$ cat config.mk
export PLATFORM = sky130hd
export DESIGN_NAME = keyframe_envelope_interpolator
export DESIGN_NICKNAME = d
export VERILOG_FILES = /design/src/rtl/kfi_pkg.sv /design/src/rtl/kfi_ram.sv /design/src/rtl/kfi_div.sv /design/src/rtl/keyframe_envelope_interpolator.sv
export SDC_FILE = /design/constraint.sdc
export NUM_CORES = 2
export LEC_CHECK = 0
export BUFFER_PORTS_ARGS = -buffer_cell sky130_fd_sc_hd__buf_4
export CORE_ASPECT_RATIO = 0.6
export CORE_MARGIN = 2
export CORE_UTILIZATION = 30
export CTS_CLUSTER_SIZE = 10
export DETAILED_ROUTE_END_ITERATION = 6
export PLACE_DENSITY_LB_ADDON = 0.05
export REMOVE_ABC_BUFFERS = 1
export SYNTH_ARGS = -nofsm -noshare
export SYNTH_HDL_FRONTEND = slang
export SYNTH_SLANG_ARGS = --single-unit
$ cat constraint.sdc
create_clock -name clk_i -period 27.9 [get_ports clk_i]
set_input_delay 0 -clock clk_i [delete_from_list [all_inputs] [get_ports clk_i]]
set_output_delay 0 -clock clk_i [all_outputs]
set_load 0.02 [all_outputs]
$ cat src/rtl/kfi_pkg.sv
// ----------------------------------------------------------------------------
// kfi_pkg: keyframe envelope interpolator shared definitions
// Table geometry, field widths, request and status codes, saturation helper.
// ----------------------------------------------------------------------------
package kfi_pkg;

  localparam int MAX_KEYFRAMES = 16;
  localparam int KF_AW    = $clog2(MAX_KEYFRAMES);
  localparam int KF_CNT_W = $clog2(MAX_KEYFRAMES + 1);

  localparam int POS_W  = 17;
  localparam int LVL_W  = 16;
  localparam int CFG_W  = 5;
  localparam int ENT_W  = POS_W + LVL_W;
  localparam logic [POS_W-1:0] ONE_Q16 = 17'd65536;

  // wide datapath words
  localparam int NUM_W  = 56;
  localparam int DEN_W  = 35;
  localparam int QUOT_W = 18;
  localparam int QBITS  = QUOT_W - 1;

  localparam logic [1:0] REQ_LOAD   = 2'd0;
  localparam logic [1:0] REQ_INTERP = 2'd1;
  localparam logic [1:0] REQ_AVG    = 2'd2;

  localparam logic [1:0] ST_VALID  = 2'd0;
  localparam logic [1:0] ST_STORED = 2'd1;
  localparam logic [1:0] ST_REJECT = 2'd2;

  function automatic logic signed [LVL_W-1:0] sat16(input logic signed [NUM_W-1:0] v);
    logic signed [LVL_W-1:0] r;
    if (v > 56'sd32767) begin
      r = 16'sh7FFF;
    end else if (v < -56'sd32768) begin
      r = 16'sh8000;
    end else begin
      r = v[LVL_W-1:0];
    end
    return r;
  endfunction

endpackage

$ cat src/rtl/kfi_ram.sv
// ----------------------------------------------------------------------------
// kfi_ram: generic single-port-write, single-port-read RAM
// One write and one registered read per cycle.
// ----------------------------------------------------------------------------
module kfi_ram #(
  parameter int WIDTH = 8,
  parameter int DEPTH = 16
) (
  input  logic                     clk_i,
  input  logic                     we_i,
  input  logic [$clog2(DEPTH)-1:0] waddr_i,
  input  logic [WIDTH-1:0]         wdata_i,
  input  logic [$clog2(DEPTH)-1:0] raddr_i,
  output logic [WIDTH-1:0]         rdata_o
);

  logic [WIDTH-1:0] mem_q [DEPTH];
  logic [WIDTH-1:0] rdata_q;

  always_ff @(posedge clk_i) begin
    if (we_i) begin
      mem_q[waddr_i] <= wdata_i;
    end
    rdata_q <= mem_q[raddr_i];
  end

  assign rdata_o = rdata_q;

endmodule

$ cat src/rtl/kfi_div.sv
// ----------------------------------------------------------------------------
// kfi_div: iterative signed divider
// Restoring division, one quotient bit per cycle, truncates toward zero and
// saturates the quotient magnitude at 2^17-1.
// ----------------------------------------------------------------------------
module kfi_div (
  input  logic                                clk_i,
  input  logic                                rst_ni,
  input  logic                                start_i,
  input  logic signed [kfi_pkg::NUM_W-1:0]    num_i,
  input  logic        [kfi_pkg::DEN_W-1:0]    den_i,
  output logic                                done_o,
  output logic signed [kfi_pkg::QUOT_W-1:0]   quot_o
);
  import kfi_pkg::*;

  logic                busy_q, done_q, neg_q, ovf_q;
  logic [4:0]          cnt_q;
  logic [NUM_W-1:0]    rem_q, dsh_q;
  logic [QBITS-1:0]    qmag_q;
  logic                ge;
  logic [QUOT_W-1:0]   mag;

  assign ge = (rem_q >= dsh_q);

  always_ff @(posedge clk_i or negedge rst_ni) begin
    if (!rst_ni) begin
      busy_q <= 1'b0;
      done_q <= 1'b0;
      cnt_q  <= '0;
    end else begin
      done_q <= 1'b0;
      if (start_i) begin
        busy_q <= 1'b1;
        cnt_q  <= 5'(QBITS + 1);
      end else if (busy_q) begin
        cnt_q <= cnt_q - 5'd1;
        if (cnt_q == 5'd1) begin
          busy_q <= 1'b0;
          done_q <= 1'b1;
        end
      end
    end
  end

  always_ff @(posedge clk_i) begin
    if (start_i) begin
      neg_q  <= num_i[NUM_W-1];
      rem_q  <= num_i[NUM_W-1] ? NUM_W'(-num_i) : NUM_W'(num_i);
      dsh_q  <= NUM_W'({den_i, {QBITS{1'b0}}});
      qmag_q <= '0;
      ovf_q  <= 1'b0;
    end else if (busy_q) begin
      // first step only checks the quotient range
      if (cnt_q == 5'(QBITS + 1)) begin
        ovf_q <= ge;
      end else begin
        qmag_q <= {qmag_q[QBITS-2:0], ge};
        if (ge) begin
          rem_q <= rem_q - dsh_q;
        end
      end
      dsh_q <= dsh_q >> 1;
    end
  end

  assign mag    = ovf_q ? {1'b0, {QBITS{1'b1}}} : {1'b0, qmag_q};
  assign quot_o = neg_q ? -$signed(mag) : $signed(mag);
  assign done_o = done_q;

endmodule

$ cat src/rtl/keyframe_envelope_interpolator.sv
// ----------------------------------------------------------------------------
// keyframe_envelope_interpolator: piecewise linear envelope over a keyframe table
// Loads store keyframes, interpolate and average queries walk the table; other codes are rejected.
// ----------------------------------------------------------------------------
// Loads and rejects go straight to the result register. An interpolate query
// either holds an end level or walks the table, multiplies and divides. An
// average query either holds the first level or walks the table, then uses
// the shared multiplier for a segment end or the tail, then the bit-serial
// divider. One item in flight. Reset clears control and sets the keyframe
// count to one.
// ----------------------------------------------------------------------------
module keyframe_envelope_interpolator (
  input  logic                      clk_i,
  input  logic                      rst_ni,
  // configuration: keyframe_count
  input  logic                      cfg_we_i,
  input  logic [kfi_pkg::CFG_W-1:0] cfg_wdata_i,
  // request stream
  input  logic                      s_axis_tvalid,
  output logic                      s_axis_tready,
  // key_index[3:0], key_percent[20:4], key_value[36:21], query_percent[53:37]
  input  logic [55:0]               s_axis_tdata,
  // req_type[1:0]
  input  logic [1:0]                s_axis_tuser,
  // result stream
  output logic                      m_axis_tvalid,
  input  logic                      m_axis_tready,
  // result_value[15:0]
  output logic [15:0]               m_axis_tdata,
  // status[1:0]
  output logic [1:0]                m_axis_tuser
);
  import kfi_pkg::*;

  typedef enum logic [21:0] {
    S_IDLE = (22'd1 << 0),  S_OUT = (22'd1 << 1),  S_E0 = (22'd1 << 2),
    S_EL   = (22'd1 << 3),  S_IW  = (22'd1 << 4),  S_IM = (22'd1 << 5),
    S_I2   = (22'd1 << 6),  S_A0  = (22'd1 << 7),  S_AW = (22'd1 << 8),
    S_AA   = (22'd1 << 9),  S_T1  = (22'd1 << 10), S_S1 = (22'd1 << 11),
    S_S2   = (22'd1 << 12), S_S3  = (22'd1 << 13), S_S4 = (22'd1 << 14),
    S_S5   = (22'd1 << 15), S_S6  = (22'd1 << 16), S_S7 = (22'd1 << 17),
    S_S8   = (22'd1 << 18), S_S9  = (22'd1 << 19), S_DS = (22'd1 << 20),
    S_DW   = (22'd1 << 21)
  } state_e;

  state_e state_q, state_d;

  logic [CFG_W-1:0]         cfg_q;
  logic [KF_CNT_W-1:0]      n_use, n_q, n_d, i_q, i_d;
  logic [1:0]               req_q, req_d;
  logic [POS_W-1:0]         q_q, q_d, pl_q, pl_d, pc_q, pc_d;
  logic signed [LVL_W-1:0]  vl_q, vl_d, vc_q, vc_d;
  logic signed [NUM_W-1:0]  acc_q, acc_d, t_q, t_d, y_q, y_d;
  logic [DEN_W-1:0]         den_q, den_d;
  logic signed [LVL_W-1:0]  res_q, res_d;
  logic [1:0]               st_q, st_d;
  logic                     m_valid_q, m_valid_d;
  logic [15:0]              m_data_q, m_data_d;
  logic [1:0]               m_user_q, m_user_d;

  // request fields
  logic [3:0]               in_idx;
  logic [POS_W-1:0]         in_kp, in_q;
  logic [LVL_W-1:0]         in_kv;
  logic                     s_fire;

  // table RAM
  logic                     ram_we;
  logic [KF_AW-1:0]         rd_addr;
  logic [ENT_W-1:0]         rdata;
  logic [POS_W-1:0]         rd_pos;
  logic signed [LVL_W-1:0]  rd_lvl;

  // shared multiplier
  logic signed [24:0]       ma;
  logic signed [17:0]       mb;
  logic signed [42:0]       prod_q;
  logic signed [NUM_W-1:0]  prod_w;
  logic signed [17:0]       x, run, dv;

  // divider
  logic                     div_start, div_done;
  logic signed [QUOT_W-1:0] quot;

  assign in_idx = s_axis_tdata[3:0];
  assign in_kp  = (s_axis_tdata[20:4] > ONE_Q16) ? ONE_Q16 : s_axis_tdata[20:4];
  assign in_kv  = s_axis_tdata[36:21];
  assign in_q   = (s_axis_tdata[53:37] > ONE_Q16) ? ONE_Q16 : s_axis_tdata[53:37];

  assign s_axis_tready = (state_q == S_IDLE);
  assign s_fire        = s_axis_tvalid && s_axis_tready;

  // count of zero acts as one, above the table size acts as the table size
  assign n_use = (cfg_q == '0) ? KF_CNT_W'(1) :
                 ((32'(cfg_q) > MAX_KEYFRAMES) ? KF_CNT_W'(MAX_KEYFRAMES)
                                               : KF_CNT_W'(cfg_q));

  assign rd_pos = rdata[POS_W-1:0];
  assign rd_lvl = $signed(rdata[ENT_W-1:POS_W]);

  assign x      = $signed({1'b0, q_q}) - $signed({1'b0, pl_q});
  assign run    = $signed({1'b0, pc_q}) - $signed({1'b0, pl_q});
  assign dv     = 18'(vc_q) - 18'(vl_q);
  assign prod_w = NUM_W'(prod_q);

  kfi_ram #(
    .WIDTH (ENT_W),
    .DEPTH (MAX_KEYFRAMES)
  ) u_table (
    .clk_i   (clk_i),
    .we_i    (ram_we),
    .waddr_i (in_idx[KF_AW-1:0]),
    .wdata_i ({in_kv, in_kp}),
    .raddr_i (rd_addr),
    .rdata_o (rdata)
  );

  kfi_div u_div (
    .clk_i   (clk_i),
    .rst_ni  (rst_ni),
    .start_i (div_start),
    .num_i   (acc_q),
    .den_i   (den_q),
    .done_o  (div_done),
    .quot_o  (quot)
  );

  always_comb begin
    state_d   = state_q;
    n_d       = n_q;
    i_d       = i_q;
    req_d     = req_q;
    q_d       = q_q;
    pl_d      = pl_q;
    vl_d      = vl_q;
    pc_d      = pc_q;
    vc_d      = vc_q;
    acc_d     = acc_q;
    t_d       = t_q;
    y_d       = y_q;
    den_d     = den_q;
    res_d     = res_q;
    st_d      = st_q;
    m_valid_d = m_valid_q && !m_axis_tready;
    m_data_d  = m_data_q;
    m_user_d  = m_user_q;
    ram_we    = 1'b0;
    rd_addr   = i_q[KF_AW-1:0];
    ma        = '0;
    mb        = '0;
    div_start = 1'b0;

    case (state_q)
      S_IDLE: begin
        rd_addr = '0;
        if (s_fire) begin
          req_d = s_axis_tuser;
          q_d   = in_q;
          n_d   = n_use;
          res_d = '0;
          st_d  = ST_REJECT;
          state_d = S_OUT;
          case (s_axis_tuser)
            REQ_LOAD: begin
              if (32'(in_idx) < MAX_KEYFRAMES) begin
                ram_we = 1'b1;
                st_d   = ST_STORED;
              end
            end
            REQ_INTERP: state_d = S_E0;
            REQ_AVG: begin
              if (n_use >= KF_CNT_W'(2)) begin
                state_d = S_E0;
              end
            end
            default: ;
          endcase
        end
      end
      S_E0: begin
        pl_d = rd_pos;
        vl_d = rd_lvl;
        if (req_q == REQ_INTERP) begin
          if (n_q == KF_CNT_W'(1) || q_q <= rd_pos) begin
            res_d = rd_lvl;
            st_d  = ST_VALID;
            state_d = S_OUT;
          end else begin
            rd_addr = KF_AW'(n_q - KF_CNT_W'(1));
            state_d = S_EL;
          end
        end else if (q_q <= rd_pos) begin
          res_d = rd_lvl;
          st_d  = ST_VALID;
          state_d = S_OUT;
        end else begin
          // doubled area before the first keyframe
          ma = 25'(rd_lvl);
          mb = $signed({1'b0, rd_pos});
          i_d = KF_CNT_W'(1);
          rd_addr = KF_AW'(1);
          state_d = S_A0;
        end
      end
      S_EL: begin
        if (q_q >= rd_pos) begin
          res_d = rd_lvl;
          st_d  = ST_VALID;
          state_d = S_OUT;
        end else begin
          i_d = KF_CNT_W'(1);
          rd_addr = KF_AW'(1);
          state_d = S_IW;
        end
      end
      S_IW: begin
        if (i_q == n_q - KF_CNT_W'(1) || q_q < rd_pos) begin
          pc_d = rd_pos;
          vc_d = rd_lvl;
          state_d = S_IM;
        end else begin
          pl_d = rd_pos;
          vl_d = rd_lvl;
          i_d  = i_q + KF_CNT_W'(1);
          rd_addr = KF_AW'(i_q + KF_CNT_W'(1));
        end
      end
      S_IM: begin
        ma = 25'(x);
        mb = dv;
        state_d = S_I2;
      end
      S_I2: begin
        acc_d = prod_w;
        den_d = DEN_W'(run[POS_W-1:0]);
        state_d = S_DS;
      end
      S_A0: begin
        acc_d = prod_w <<< 1;
        state_d = S_AW;
      end
      S_AW: begin
        if (i_q < n_q && rd_pos < q_q) begin
          // full trapezoid of one segment
          ma = 25'($signed({1'b0, rd_pos}) - $signed({1'b0, pl_q}));
          mb = 18'(rd_lvl) + 18'(vl_q);
          pl_d = rd_pos;
          vl_d = rd_lvl;
          i_d  = i_q + KF_CNT_W'(1);
          rd_addr = KF_AW'(i_q + KF_CNT_W'(1));
          state_d = S_AA;
        end else if (i_q < n_q) begin
          pc_d = rd_pos;
          vc_d = rd_lvl;
          state_d = S_S1;
        end else begin
          // last level held up to the query
          ma = 25'(x);
          mb = 18'(vl_q);
          state_d = S_T1;
        end
      end
      S_AA: begin
        acc_d = acc_q + prod_w;
        state_d = S_AW;
      end
      S_T1: begin
        acc_d = acc_q + (prod_w <<< 1);
        den_d = DEN_W'({q_q, 1'b0});
        state_d = S_DS;
      end
      S_S1: begin
        ma = 25'(vl_q);
        mb = run;
        state_d = S_S2;
      end
      S_S2: begin
        t_d = prod_w <<< 1;
        ma = 25'(x);
        mb = dv;
        state_d = S_S3;
      end
      S_S3: begin
        t_d = t_q + prod_w;
        state_d = S_S4;
      end
      S_S4: begin
        ma = $signed({5'b0, t_q[19:0]});
        mb = x;
        state_d = S_S5;
      end
      S_S5: begin
        y_d = prod_w;
        ma = 25'($signed(t_q[43:20]));
        mb = x;
        state_d = S_S6;
      end
      S_S6: begin
        y_d = y_q + (prod_w <<< 20);
        ma = $signed({5'b0, acc_q[19:0]});
        mb = run;
        state_d = S_S7;
      end
      S_S7: begin
        y_d = y_q + prod_w;
        ma = 25'($signed(acc_q[43:20]));
        mb = run;
        state_d = S_S8;
      end
      S_S8: begin
        acc_d = y_q + (prod_w <<< 20);
        ma = $signed({8'b0, q_q});
        mb = run;
        state_d = S_S9;
      end
      S_S9: begin
        den_d = {prod_q[DEN_W-2:0], 1'b0};
        state_d = S_DS;
      end
      S_DS: begin
        div_start = 1'b1;
        state_d = S_DW;
      end
      S_DW: begin
        if (div_done) begin
          if (req_q == REQ_INTERP) begin
            res_d = sat16(NUM_W'(vl_q) + NUM_W'(quot));
          end else begin
            res_d = sat16(NUM_W'(quot));
          end
          st_d = ST_VALID;
          state_d = S_OUT;
        end
      end
      S_OUT: begin
        // wait for the result register to free up
        if (!m_valid_q || m_axis_tready) begin
          m_valid_d = 1'b1;
          m_data_d  = res_q;
          m_user_d  = st_q;
          state_d   = S_IDLE;
        end
      end
      default: state_d = S_IDLE;
    endcase
  end

  always_ff @(posedge clk_i or negedge rst_ni) begin
    if (!rst_ni) begin
      state_q   <= S_IDLE;
      cfg_q     <= CFG_W'(1);
      m_valid_q <= 1'b0;
      i_q       <= '0;
      n_q       <= KF_CNT_W'(1);
      req_q     <= REQ_LOAD;
    end else begin
      state_q   <= state_d;
      m_valid_q <= m_valid_d;
      i_q       <= i_d;
      n_q       <= n_d;
      req_q     <= req_d;
      if (cfg_we_i) begin
        cfg_q <= cfg_wdata_i;
      end
    end
  end

  always_ff @(posedge clk_i) begin
    q_q      <= q_d;
    pl_q     <= pl_d;
    vl_q     <= vl_d;
    pc_q     <= pc_d;
    vc_q     <= vc_d;
    acc_q    <= acc_d;
    t_q      <= t_d;
    y_q      <= y_d;
    den_q    <= den_d;
    res_q    <= res_d;
    st_q     <= st_d;
    m_data_q <= m_data_d;
    m_user_q <= m_user_d;
    prod_q   <= ma * mb;
  end

  assign m_axis_tvalid = m_valid_q;
  assign m_axis_tdata  = m_data_q;
  assign m_axis_tuser  = m_user_q;

  // divider finishes only while the sequencer waits for it
  a_div_done_wait: assert property (@(posedge clk_i) disable iff (!rst_ni)
    div_done |-> (state_q == S_DW))
    else $error("divider done outside wait state");

  // a load transfer goes straight to the result stage
  a_load_direct: assert property (@(posedge clk_i) disable iff (!rst_ni)
    (s_fire && s_axis_tuser == REQ_LOAD) |=> (state_q == S_OUT))
    else $error("load did not complete directly");

  // average walk never steps past the keyframe count
  a_walk_bound: assert property (@(posedge clk_i) disable iff (!rst_ni)
    (state_q == S_AW) |-> (i_q <= n_q && i_q != '0))
    else $error("walk index out of range");

  // rejected requests carry a zero value
  a_reject_zero: assert property (@(posedge clk_i) disable iff (!rst_ni)
    (m_axis_tvalid && m_axis_tuser == ST_REJECT) |-> (m_axis_tdata == '0))
    else $error("reject with nonzero value");

endmodule

### Yosys cells after proc, flatten, opt, wreduce, memory -nomap -nowiden

Memories as Yosys holds them, arrays and structs flattened. A register that Yosys moved wholly into a read port is not among the register bits.
Cells that the tools add are included.

* input port bits: 68
* memories kept: 1
* logic and storage cells: 244
* output and inout bits: 20
* memory bits (writable): 528
* register bits after elaboration: 539

* multiply operators: 1
* add/subtract/negate cells: 17
* muxes and demuxes: 102
* reductions and logical operators: 35
* bitwise gates (word level): 1
* magnitude comparators: 14
* equality and inequality tests: 44

Memories
* u_table.mem_q: words 16, bits a word 33, rd ports 1, clocked after memory_dff 1, write ports 1, RTL line kfi_ram.sv:17 `logic [WIDTH-1:0] mem_q [DEPTH];`

Operators with widths (number)
* $pmux W22 S19: 1
* $mux W56: 5
* $pmux W56 S5: 1
* $mux W16: 16
* $pmux W25 S9: 1
* $add A56 B43 Y56: 3
* $pmux W56 S3: 1
* $mux W17: 9
* $pmux W56 S2: 1
* $mux W22: 5
* $pmux W35 S3: 1
* $mux W52: 2
* $mux W25: 4
* $pmux W18 S5: 1
* $pmux W16 S4: 1
* $add A56 B44 Y56: 1
* $add A56 B56 Y56: 1
* $ge A56 B52 Y1: 1
* $neg A56 Y56: 1
* $sub A56 B52 Y56: 1
* $mux W18: 3
* $sub A17 B17 Y18: 3
* $pmux W17 S3: 1
* $mux W5: 10
* other kinds (78): 140

### Depth between registers and ports, before layout

* depth in word-level cells: 10
* depth in mapped cells: 41
* gate-level depth less buffers: 41

### Modules after synthesis

A second synthesis with hierarchy kept.

* cells, all modules: 7949
* area, all modules: 81943.6 µm²

By module, submodules not included
* keyframe_envelope_interpolator: instances 1, area each 50752.4 µm², cells each 5777, sequential area each 11174.5 µm²
* kfi_ram: instances 1, area each 20631.0 µm², cells each 864, sequential area each 16515.8 µm²
* kfi_div: instances 1, area each 10560.1 µm², cells each 1308, sequential area each 3638.5 µm²

### Worst setup path after synthesis

OpenSTA, ideal clock, no wires.

* path kind: flip-flop to flip-flop
* start point: register pl_q[1]
* end point: register prod_q[42]
* buffers on the path: 2
* cell stages (with the launch flop): 41
* data required time: 27.828 ns
* library setup time: 0.072 ns
* arrival time: 8.919 ns
* clock period less this slack: 8.991 ns
* path slack: 18.909 ns
* cells stage by stage: edfxtp_1 inv_1 ha_1 nor2b_1 o21ai_0 a21oi_1 o21ai_0 a21oi_1 a31oi_1 o21ai_0 a211oi_1 o21ai_0 o41ai_1 clkbuf_1 or2_2 buf_2 nand2_1 fa_1 [5 not listed] inv_1 fa_1 inv_1 fa_1 inv_1 ha_1 and2_1 a221o_1 inv_1 o211ai_1 o21ai_0 o211ai_1 nand2_1 o21ai_0 nor3_1 o21bai_1 a21oi_1 xnor2_1

* cells in the longest elaborated chain, start to end: 5
* elaborated cells on any way between the ends: 8
* those cells by class: add/sub: 3; mul: 1; mux: 4

Ends and longest elaborated chain
* start: declaration: RTL line keyframe_envelope_interpolator.sv:51 `logic [POS_W-1:0] q_q, q_d, pl_q, pl_d, pc_q, pc_d;`
* start signal: assignment: RTL line keyframe_envelope_interpolator.sv:370 `pl_q <= pl_d;`
* $sub A17 B17 Y18: RTL line keyframe_envelope_interpolator.sv:101 `assign x = $signed({1'b0, q_q}) - $signed({1'b0, pl_q});`
* $mux W25: RTL line keyframe_envelope_interpolator.sv:252 `end else if (i_q < n_q) begin`
* $mux W25: RTL line keyframe_envelope_interpolator.sv:243 `if (i_q < n_q && rd_pos < q_q) begin`
* $pmux W25 S9: RTL line keyframe_envelope_interpolator.sv:153 `case (state_q)`
* $mul A25 B18 Y43 (*): RTL line keyframe_envelope_interpolator.sv:382 `prod_q <= ma * mb;`
* end signal: assignment: RTL line keyframe_envelope_interpolator.sv:382
* end: declaration: RTL line keyframe_envelope_interpolator.sv:77 `logic signed [42:0] prod_q;`

Mark *: on every way between the ends. The rest lies on a longest branch, timed or not.
A chain may end at the register's enable or synchronous reset.

### Worst setup path after layout

Ends and elaborated chain as after synthesis.

==> impl_metrics.py <==
metrics = {
    "worst_setup_path": {
        "crit_arrival_ns": 12.90,
        "r2r_slack_ns": 15.65,
        "crit_path_end_kind": "register",
        "r2r_start": "pl_q[1]",
        "endpoint": "prod_q[42]",
        "path_max_fanout": 16,
        "r2r-end": "prod_q[42]",
        "worst_path_largest_cell_delay_ns": 0.91,
        "crit_slowest_cell": "o21ai_0",
        "ff2ff_path_depth": 39,
        "cpMostUsedCell": "fa_1",
        "worstPathRequired_ns": 28.55,
        "crit_path_start_kind": "register",
        "crit_start": "pl_q[1]",
        "path_class": "register to register",
    },
    "floorplan": {
        "design.die.area_sq_um": 276000,
        "chipWidth_microns": 677,
        "core_sq_um": 271000,
        "start_util_pct": 30.1,
        "design.portCount": 88,
        "rows": 148,
        "die_height_microns": 408,
    },
    "outcome": {
        "status": "finished, violations left",
        "violations": "DRC, capacitance limit, slew limit",
    },
    "final_layout": {
        "fin_area_sq_um": 92100,
        "layout.cells.non_filler": 12100,
        "area_growth_pct": 13.1,
        "fin_nets": 9448,
        "register_area_sq_um": 31300,
        "fillers": 27600,
        "fin_util_pct": 34.0,
        "multi_input_area_sq_um": 46100,
        "drive_above_1_share_pct": 7.27,
    },
    "synth": {
        "synth.area.top_cells": "edfxtp_1 34%, fa_1 11%, ha_1 8.0%",
        "synthCells": 8252,
        "async_flop_share_pct": 4.32,
        "synth.avg_cell_area_sq_um": 9.87,
        "synth_top_area_cell": "edfxtp_1",
        "netlist_area_sq_um": 81400,
        "synth_commonest_cells": "992 x nand2_1, 930 x edfxtp_1, 787 x inv_1",
        "synth-seq-cells": 1088,
        "synth_edf_count": 930,
        "synth_warnings": 0,
        "synth-main-ff-cell": "edfxtp_1",
        "synth_most_common_cell": "nand2_1",
        "ys_seq_area_share_pct": 38.5,
        "ys_types": 99,
        "yosysTopAreaCellShare_pct": 34.3,
    },
    "detailed_routing": {
        "highest_layer": "met4",
        "wirelength_microns": 324000,
        "wl_per_cell_microns": 26.8,
        "drt-initial-drc-count": 6430,
        "drtAntennaViolNets": 0,
        "wl_met3_microns": 27300,
        "vias": 65300,
        "wl_met1_microns": 173000,
        "drc": 2,
        "met2WireLength_microns": 118000,
        "firstDrtPassIters": 7,
        "vias_per_cell": 5.39,
    },
    "cts": {
        "clock_latency_ns": 0.82,
        "cts-root-buf": "clkbuf_16",
        "cts_sinks": 1088,
        "cts_buffers": 144,
        "path_clk_slew_ns": 0.06,
        "cts_tree": "built",
        "h-tree-depth": 4,
        "clock_path_buffers": 4,
    },
    "global_route": {
        "grt_overflow": 0,
        "antenna_found_initial": 31,
        "grt_pass1_vias": 63200,
        "grt_usage_pct": 23.1,
        "grt_max_degree": 135,
        "grt_pass1_wl_microns": 466000,
    },
    "power": {
        "intPower_mw": 3.47,
        "leakage_nw": 38.0,
        "switching_share_pct": 36.2,
        "power_density_nw_per_um2": 59.1,
        "power_frac_comb_pct": 30.7,
        "seq_power_share_pct": 36.9,
        "peakVddDrop_uv": 65.5,
        "clkPwrFrac_pct": 32.4,
        "p_switching_mw": 1.97,
    },
    "sta": {
        "fmax_mhz": 81.6,
        "fin_ws_ns": 15.65,
        "relSlewSlack_pct": -1.38,
        "fin_crit_ns": 12.25,
        "post-route-period-util_pct": 43.9,
        "hold_viol": 0,
        "skew_ns": 0.0781,
        "tns_ns": 0,
        "finalSetupViolCount": 0,
        "rsz0062_at_grt": "false",
        "worst_pin_slew_ns": 1.50,
        "drv_slew": 2,
    },
    "placed_design": {
        "place.gp.congestion": 0.916,
        "portBuffers": 85,
        "pre_cts_slack_ns": 15.79,
        "place_area_sq_um": 87000,
        "dp_hpwl_microns": 237000,
        "dp.cells": 11800,
    },
    "min_path": {
        "hold_class": "input pin to register",
    },
    "run": {
        "max-cap-violations": 1,
    },
}
[worst max-delay path: cells and delay by family, from the launching register on]
family	cells	cell delay [ns]
adder cells (fa/ha/maj)	8	4.07
AO/OA/AOI/OAI	15	3.92
buffers and inverters	8	1.58
XOR/XNOR	2	1.01
AND/OR/NAND/NOR	6	0.98
flip-flops	1	0.50
[final cells by class]
cell class                 count  area share [%]
multi-input combinational   6025            50.0
sequential                  1088            34.0
tap                         3600            4.89
clock buffer                 214            4.40
timing repair buffer         366            3.26
inverter                     791            3.22
clock inverter                21           0.193
antenna                        3         0.00815
[through the flow]
step | power [mW] | hold slack (ns)
floorplan | 3.12 | -0.296
global placement | 3.65 | 0.0843
detailed placement | 3.67 | 0.0865
CTS | 5.48 | 0.00965
global route | 5.70 | 0.0545
finish | 5.44 | 0.0533
[power by group through the flow]
stage / Clock, mW / Combinational (mW) / Sequential (mW)
floorplan: 0 / 1.15 / 1.97
global placement: 0 / 1.62 / 2.04
detailed placement: 0 / 1.63 / 2.04
CTS: 1.82 / 1.65 / 2.00
global route: 1.88 / 1.81 / 2.01
finish: 1.76 / 1.67 / 2.01
[cell families (layout without fill, tap and decap cells)]
group / count (synthesis) / count (layout) / share of synthesized area, %
and+or+nand+nor: 2378 / 2378 / 13.6
AOI/OAI and AO/OA: 2112 / 2112 / 17.3
other: 0 / 3 / 0
xor gates and xnor gates: 422 / 422 / 4.54
adders and majority gates: 964 / 964 / 18.9
muxes: 149 / 149 / 1.89
DFF: 1088 / 1088 / 38.5
buffers and inverters: 1139 / 1392 / 5.38
[how the worst min path moves through the flow]
stage                           from                    end  slack, ns  cells after the start
floorplan                     rst_ni               cfg_q[1]      -0.30                      0
global placement              rst_ni         u_div.cnt_q[2]       0.08                      1
detailed placement            rst_ni         u_div.cnt_q[3]       0.09                      1
CTS                 s_axis_tdata[23]  u_table.mem_q[13][19]       0.01                      2
global route        s_axis_tdata[23]  u_table.mem_q[11][19]       0.05                      2
finish              s_axis_tdata[23]  u_table.mem_q[13][19]       0.05                      2
[metal layers]
metal	up-vias	global-route usage (%)
met1	32800	38.5
met3	267	5.19
met2	2248	29.4
li1	29900	-
met4	0	3.78
met5	-	0
[sequential cells by signal, summed over array words and instances, names as in the netlist, 5 cells and up]
register         count
n_q                  5
q_q                 17
u_div.cnt_q          5
cfg_q                5
u_div.rem_q         56
acc_q               56
res_q               16
t_q                 44
den_q               35
i_q                  5
y_q                 56
vl_q                16
pl_q                17
vc_q                16
pc_q                17
state_q             22
prod_q              43
u_div.dsh_q         52
u_table.mem_q      528
u_div.qmag_q        17
m_axis_tdata        16
u_table.rdata_o     33
[cell usage in the layout, fill, tap and decap left out, types with 43 or more instances in the layout]
cell type and count:
o31ai_1 63, edfxtp_1 930, xor2_1 179, dfxtp_1 111
clkbuf_1 55, a21oi_1 481, and2_1 106, a31oi_1 106
nor3_1 82, ha_1 521, a221oi_1 46, o21a_1 67
nand4_1 58, nand3_1 119, and3_1 83, xnor2_1 243
and2_0 59, nand2b_1 66, clkbuf_16 147, o211ai_1 51
dfrtp_1 43, o21bai_1 62, nand2_1 987, fa_1 443
or3_1 55, mux2i_1 109, inv_1 784, a22oi_1 56
nor2_1 506, a21o_1 188, o21ai_0 441, a211oi_1 149
a221o_1 68, buf_4 276, nor2b_1 86, dlygate4sd3_1 88
[what timing repair did]
action	CTS	global route
gates resized for setup	0	0
hold buffers	89	0
endpoints found under the hold margin	647	0
buffers inserted	0	0
Note: power is estimated with default switching activity, not from simulation.
